[src/design/ptw_pkg.sv]
// Shared types and constants for the page table walker.
// No dependencies; imported by ptw_store, ptw_walk and page_table_walker.
package ptw_pkg;

  localparam int VA_W     = 57;
  localparam int WORD_W   = 64;
  localparam int PHYS_W   = 52;
  localparam int IDX_W    = 9;
  localparam int OFS_W    = 12;
  localparam int FRAME_W  = 40;
  localparam int LVL_W    = 3;
  localparam int ST_W     = 2;
  localparam int PAGE_IN_W = 6;
  localparam int CFG_IDX_W = 1;
  localparam int CFG_W     = 6;

  localparam logic [WORD_W-1:0] FRAME_MASK = 64'h000F_FFFF_FFFF_F000;

  typedef enum logic [1:0] {
    KIND_WRITE = 2'd0,
    KIND_XLATE = 2'd1,
    KIND_REMAP = 2'd2,
    KIND_UNMAP = 2'd3
  } kind_t;

  localparam logic [ST_W-1:0] ST_OK            = 2'd0;
  localparam logic [ST_W-1:0] ST_TABLE_MISSING = 2'd1;
  localparam logic [ST_W-1:0] ST_LEAF_MISSING  = 2'd2;
  localparam logic [ST_W-1:0] ST_RANGE         = 2'd3;

  localparam logic [CFG_IDX_W-1:0] CFG_ROOT_PAGE  = 1'd0;
  localparam logic [CFG_IDX_W-1:0] CFG_FIVE_LEVEL = 1'd1;

  localparam logic [LVL_W-1:0] LVL_NONE = 3'd0;
  localparam logic [LVL_W-1:0] LVL_LEAF = 3'd1;
  localparam logic [LVL_W-1:0] LVL_TOP4 = 3'd4;
  localparam logic [LVL_W-1:0] LVL_TOP5 = 3'd5;

  // 9-bit table index of a virtual address at a given level (1 = leaf)
  function automatic logic [IDX_W-1:0] va_index(input logic [VA_W-1:0] va,
                                                input logic [LVL_W-1:0] level);
    logic [IDX_W-1:0] idx;
    case (level)
      3'd2:    idx = va[29:21];
      3'd3:    idx = va[38:30];
      3'd4:    idx = va[47:39];
      3'd5:    idx = va[56:48];
      default: idx = va[20:12];
    endcase
    return idx;
  endfunction

endpackage

[src/design/ptw_walk.sv]
// Walk sequencer: clears the store after reset, runs table-word writes and
// walks, does the leaf read-modify-write, and holds the result register.
// Uses ptw_pkg; drives the ports of ptw_store.
module ptw_walk
  import ptw_pkg::*;
#(
  parameter int TABLE_PAGES = 64,
  parameter int PW          = 6,
  parameter int AW          = 15,
  parameter int DEPTH       = 32768
) (
  input  logic                 clk,
  input  logic                 rst,
  input  logic [PAGE_IN_W-1:0] root_page,
  input  logic                 five_level,
  input  logic                 in_valid,
  output logic                 in_ready,
  input  logic [1:0]           kind,
  input  logic [VA_W-1:0]      vaddr,
  input  logic [PAGE_IN_W-1:0] table_page,
  input  logic [IDX_W-1:0]     table_slot,
  input  logic [WORD_W-1:0]    word,
  input  logic [WORD_W-1:0]    new_flags,
  output logic                 out_valid,
  input  logic                 out_ready,
  output logic [ST_W-1:0]      status,
  output logic [PHYS_W-1:0]    paddr,
  output logic [LVL_W-1:0]     fail_level,
  output logic                 mem_we,
  output logic [AW-1:0]        mem_waddr,
  output logic [WORD_W-1:0]    mem_wdata,
  output logic                 mem_re,
  output logic [AW-1:0]        mem_raddr,
  input  logic [WORD_W-1:0]    mem_rdata
);

  typedef enum logic [3:0] {
    S_CLEAR  = 4'b0001,
    S_IDLE   = 4'b0010,
    S_WALK   = 4'b0100,
    S_FINISH = 4'b1000
  } state_t;

  localparam logic [FRAME_W-1:0] PAGES = FRAME_W'(TABLE_PAGES);
  localparam logic [AW-1:0]      LAST  = AW'(DEPTH - 1);

  state_t              state, state_next;
  logic [AW-1:0]       clr_addr;
  logic [LVL_W-1:0]    level, level_next;
  kind_t               op;
  logic [VA_W-1:0]     va;
  logic [WORD_W-1:0]   flags;
  logic [AW-1:0]       cur_addr;
  logic [ST_W-1:0]     res_status;
  logic [PHYS_W-1:0]   res_phys;
  logic [LVL_W-1:0]    res_level;

  logic                accept, slot_free;
  logic [LVL_W-1:0]    top_lvl;
  logic                root_ok, page_ok, present, frame_ok;
  logic [FRAME_W-1:0]  frame;
  logic                fin;
  logic [ST_W-1:0]     fin_status;
  logic [PHYS_W-1:0]   fin_phys;
  logic [LVL_W-1:0]    fin_level;

  assign in_ready  = (state == S_IDLE);
  assign accept    = in_valid && in_ready;
  assign slot_free = !out_valid || out_ready;
  assign top_lvl   = five_level ? LVL_TOP5 : LVL_TOP4;
  assign root_ok   = {{(FRAME_W-PAGE_IN_W){1'b0}}, root_page} < PAGES;
  assign page_ok   = {{(FRAME_W-PAGE_IN_W){1'b0}}, table_page} < PAGES;
  assign present   = mem_rdata[0];
  assign frame     = mem_rdata[51:12];
  assign frame_ok  = frame < PAGES;

  always_comb begin
    state_next = state;
    level_next = level;
    fin        = 1'b0;
    fin_status = ST_OK;
    fin_phys   = '0;
    fin_level  = LVL_NONE;
    mem_we     = 1'b0;
    mem_waddr  = cur_addr;
    mem_wdata  = '0;
    mem_re     = 1'b0;
    mem_raddr  = {PW'(root_page), va_index(vaddr, top_lvl)};
    unique case (state)
      S_CLEAR: begin
        mem_we    = 1'b1;
        mem_waddr = clr_addr;
        if (clr_addr == LAST) begin
          state_next = S_IDLE;
        end
      end
      S_IDLE: begin
        if (accept) begin
          if (kind_t'(kind) == KIND_WRITE) begin
            mem_we    = page_ok;
            mem_waddr = {PW'(table_page), table_slot};
            mem_wdata = word;
            fin       = 1'b1;
          end else if (!root_ok) begin
            fin        = 1'b1;
            fin_status = ST_RANGE;
            fin_level  = top_lvl;
          end else begin
            mem_re     = 1'b1;
            level_next = top_lvl;
            state_next = S_WALK;
          end
        end
      end
      S_WALK: begin
        if (level != LVL_LEAF) begin
          if (!present) begin
            fin        = 1'b1;
            fin_status = ST_TABLE_MISSING;
            fin_level  = level;
          end else if (!frame_ok) begin
            fin        = 1'b1;
            fin_status = ST_RANGE;
            fin_level  = level;
          end else begin
            mem_re     = 1'b1;
            mem_raddr  = {frame[PW-1:0], va_index(va, level - 3'd1)};
            level_next = level - 3'd1;
          end
        end else if (!present) begin
          fin        = 1'b1;
          fin_status = ST_LEAF_MISSING;
          fin_level  = LVL_LEAF;
        end else begin
          fin = 1'b1;
          case (op)
            KIND_XLATE: fin_phys = {frame, va[OFS_W-1:0]};
            KIND_REMAP: begin
              mem_we    = 1'b1;
              mem_wdata = (mem_rdata & FRAME_MASK) | flags;
            end
            default: mem_we = 1'b1;
          endcase
        end
      end
      S_FINISH: begin
        if (slot_free) begin
          state_next = S_IDLE;
        end
      end
      default: state_next = S_IDLE;
    endcase
    if (fin) begin
      state_next = slot_free ? S_IDLE : S_FINISH;
    end
  end

  always_ff @(posedge clk) begin
    if (rst) begin
      state     <= S_CLEAR;
      clr_addr  <= '0;
      out_valid <= 1'b0;
    end else begin
      state <= state_next;
      if (state == S_CLEAR) begin
        clr_addr <= clr_addr + 1'b1;
      end
      if (fin && slot_free) begin
        out_valid <= 1'b1;
      end else if ((state == S_FINISH) && slot_free) begin
        out_valid <= 1'b1;
      end else if (out_ready) begin
        out_valid <= 1'b0;
      end
    end
  end

  // payload registers
  always_ff @(posedge clk) begin
    level <= level_next;
    if (accept) begin
      op    <= kind_t'(kind);
      va    <= vaddr;
      flags <= new_flags;
    end
    if (mem_re) begin
      cur_addr <= mem_raddr;
    end
    if (fin) begin
      res_status <= fin_status;
      res_phys   <= fin_phys;
      res_level  <= fin_level;
    end
    if (fin && slot_free) begin
      status     <= fin_status;
      paddr      <= fin_phys;
      fail_level <= fin_level;
    end else if ((state == S_FINISH) && slot_free) begin
      status     <= res_status;
      paddr      <= res_phys;
      fail_level <= res_level;
    end
  end

endmodule

[config.mk]
export PLATFORM = sky130hd
export DESIGN_NAME = ptw_walk
export DESIGN_NICKNAME = d
export VERILOG_FILES = /design/src/design/ptw_pkg.sv /design/src/design/ptw_walk.sv
export SDC_FILE = /design/constraint.sdc
export NUM_CORES = 1
export LEC_CHECK = 0
export BUFFER_PORTS_ARGS = -buffer_cell sky130_fd_sc_hd__buf_2
export CAP_MARGIN = 5
export CORE_UTILIZATION = 31
export CTS_CLUSTER_SIZE = 20
export DETAILED_ROUTE_END_ITERATION = 10
export GPL_ROUTABILITY_DRIVEN = 0
export PLACE_DENSITY = 0.57
export SLEW_MARGIN = 20
export SYNTH_ARGS = -nofsm -noshare
export SYNTH_HDL_FRONTEND = slang
export SYNTH_SLANG_ARGS = --single-unit
[constraint.sdc]
create_clock -name clk -period 8 [get_ports clk]
set_input_delay 0.8 -clock clk [delete_from_list [all_inputs] [get_ports clk]]
set_output_delay 0.8 -clock clk [all_outputs]
set_load 0.03 [all_outputs]
==> impl_metrics.py <==
metrics = {
    "run_status": {
        "outcome": "finished clean",
    },
    "clock_tree": {
        "cts_sinks": 275,
        "path_clk_slew_ns": 0.06,
        "cts_root_buf": "clkbuf_16",
        "htree_num_levels": 1,
        "cts_tree": "done",
        "holdBufCountCts": 0,
        "cts.repair.resized": 0,
        "clockBufferDepth": 3,
        "postCtsSetupBuffers": 0,
        "worst_skew_pair.late_latency_ns": 0.56,
        "cts_buffers": 31,
    },
    "power": {
        "pwr-share-clk_pct": 43.3,
        "sw_frac_of_total_pct": 22.7,
        "p_sw_uw": 726,
        "p_comb_share_pct": 7.1,
        "power_frac_seq_pct": 49.6,
        "power.internal_uw": 2470,
        "irDropWorstVdd_uv": 157,
        "cellLeakagePower_uw": 0.00621,
        "p_per_area_mw_per_mm2": 212,
    },
    "route": {
        "drt-wirelength-per-cell_um": 18.6,
        "drc": 0,
        "wl_um": 32000,
        "dr.pass1.iters": 5,
        "avgViaCountPerCell": 4.80,
        "vias": 8253,
        "final_antenna_net_count": 0,
        "drtIter0Drc": 427,
    },
    "sta": {
        "hold_violations": 0,
        "period_share_pct": 58.6,
        "max_slew_margin_pct": 35.3,
        "tightest_slew_ns": 0.970,
        "max_freq_ghz": 0.213,
        "finalSetupViolCount": 0,
        "rsz0062_at_grt": "false",
        "min_period_ns": 4.68,
        "finalMaxSlewViolations": 0,
        "worst_clock_skew_ns": 0.00981,
        "setup-tns-final_ns": 0,
    },
    "setup_path": {
        "critical_path.max_stage_delay_ns": 0.74,
        "start_kind": "flop",
        "path_class": "flop to output port",
        "critPathArrivalTime_ns": 3.88,
        "cp.buffers_inverters": 3,
        "critPathTopFamily": "simple AND/OR/NAND/NOR gates",
        "critical_path.slowest_cell": "or3b_1",
        "crit_chain": "inv_1 > ha_1 > nor2b_1 > nand3_1 > or3b_1 > buf_4 > o21ai_0 > buf_2",
        "end_kind": "output port",
        "crit_fanout": 26,
        "cp.required_ns": 7.20,
    },
    "grt": {
        "grt_pass1_wl_um": 48100,
        "grt_overflow_total": 0,
        "grt_pass1_vias": 8331,
        "track_usage_pct": 16.5,
        "grt_max_degree": 72,
        "antenna_found_initial": 2,
    },
    "floorplan": {
        "core_mm2": 0.0365,
        "io_pins": 432,
        "dieArea_mm2": 0.0378,
        "die_w_um": 194,
        "rows": 70,
        "initial_core_util_pct": 31.4,
        "die_h_um": 194,
    },
    "yosys": {
        "netlist_area_mm2": 0.0115,
        "synth_cells": 812,
        "syn_avg_cell_area_um2": 14.1,
        "synth_cell_types": 45,
        "syn-num-nets": 1095,
        "yosysSeqAreaShare_pct": 70.2,
        "synthFlopType": "edfxtp_1",
        "synth-async-reset-ratio_pct": 0,
        "synth_edf_count": 255,
        "yosys_warnings": 0,
        "ys_seq_elements": 275,
    },
    "job": {
        "max_cap_viol_count": 0,
    },
    "place": {
        "io_buffers": 408,
        "dp_hpwl_um": 22700,
    },
    "layout": {
        "fin_nets": 1509,
        "nFillCells": 3498,
        "drive_gt1_share_pct": 41.3,
        "syn_to_final_growth_pct": 31.1,
        "final_core_util_pct": 41.2,
    },
    "worst_hold_path": {
        "worstHoldPathType": "input pin to flop",
    },
}
[registers in the layout, summed over array words and instances, names as in the netlist, 3 cells and up]
name        cells
flags          64
res_level       3
paddr          52
res_phys       52
state           4
cur_addr       15
clr_addr       15
va             57
level           3
fail_level      3
[cells in the final DEF (no fill, tap or decap), types with 20 or more instances in the layout]
| cell | instances |
|---|---|
| mux2_1 | 28 |
| o21ai_0 | 41 |
| clkbuf_16 | 31 |
| edfxtp_1 | 255 |
| a22oi_1 | 24 |
| buf_2 | 408 |
| mux2_2 | 35 |
| nand2_1 | 82 |
| dfxtp_1 | 20 |
| a22o_1 | 24 |
| and2_1 | 54 |
| nor2_1 | 65 |
| a21oi_1 | 25 |
[synth_stat cells, drive strengths merged (3+ instances only)]
cell type | n | area share (%)
edfxtp | 255 | 67
nand2 | 82 | 2.7
nor2 | 65 | 2.1
mux2 | 63 | 6.2
and2 | 54 | 2.9
o21ai | 47 | 2.0
clkbuf | 30 | 0.98
a21oi | 26 | 1.1
a22o | 24 | 1.8
a22oi | 24 | 1.6
dfxtp | 20 | 3.5
mux2i | 19 | 1.7
buf | 11 | 0.64
a221oi | 9 | 0.69
inv | 9 | 0.29
nor3 | 9 | 0.44
xnor2 | 9 | 0.69
nand3 | 8 | 0.35
ha | 6 | 0.65
nor4 | 6 | 0.33
nand4 | 5 | 0.27
nor2b | 4 | 0.22
nor4b | 4 | 0.41
or3 | 4 | 0.22
nand2b | 3 | 0.16
or4b | 3 | 0.29
[kinds of logic after synthesis]
kind of cell	synth area share, %
XOR/XNOR	0.839
flip-flops	70.2
adder cells (fa/ha/maj)	0.654
AO/OA/AOI/OAI	7.87
AND/OR/NAND/NOR	10.7
buffers and inverters	1.92
multiplexers	7.83
[path summary, 6_finish.rpt]
path	cells past startpoint	start	to	slack [ns]
worst max-delay path	8	level[1]	mem_wdata[41]	3.32
worst max register to register	6	state[3]	res_phys[17]	4.85
worst min-delay path	1	new_flags[20]	flags[20]	0.41
worst min register to register	1	res_phys[11]	paddr[11]	0.52
[metal layers]
layer	track usage (%)	wire length [µm]
met1	21.1	13600
met2	27.8	15500
met4	5.29	771
met3	3.51	2140
met5	0	17
[power by group through the flow]
stage / Clock (µW) / Combinational [µW] / Sequential [µW]
6_report: 1380 / 228 / 1580
4_1_cts: 1420 / 231 / 1580
3_5_place_dp: 0 / 229 / 1610
2_1_floorplan: 0 / 110 / 1610
3_3_place_gp: 0 / 226 / 1610
5_1_grt: 1480 / 248 / 1580
[metrics by stage]
stage	cell area (µm²)	std cells	setup slack [ns]	power, µW	hold slack, ns
2_1_floorplan	11500	812	2.26	1720	0.471
3_3_place_gp	14100	1660	3.41	1840	0.506
3_5_place_dp	14100	1660	3.40	1840	0.510
4_1_cts	15000	1716	3.24	3240	0.372
5_1_grt	15100	1717	3.10	3310	0.377
6_report	15100	1720	3.32	3190	0.410
[cell type report]
class / instances / area, µm² / area share, %
clock buffer: 37 / 798 / 5.30
sequential: 275 / 8060 / 53.5
timing repair buffer: 422 / 2150 / 14.3
inverter: 9 / 36.3 / 0.241
antenna: 3 / 7.51 / 0.0498
multi-input combinational: 487 / 3250 / 21.5
tap: 468 / 586 / 3.89
clock inverter: 19 / 180 / 1.20
Power figures use the tool's default switching activity.
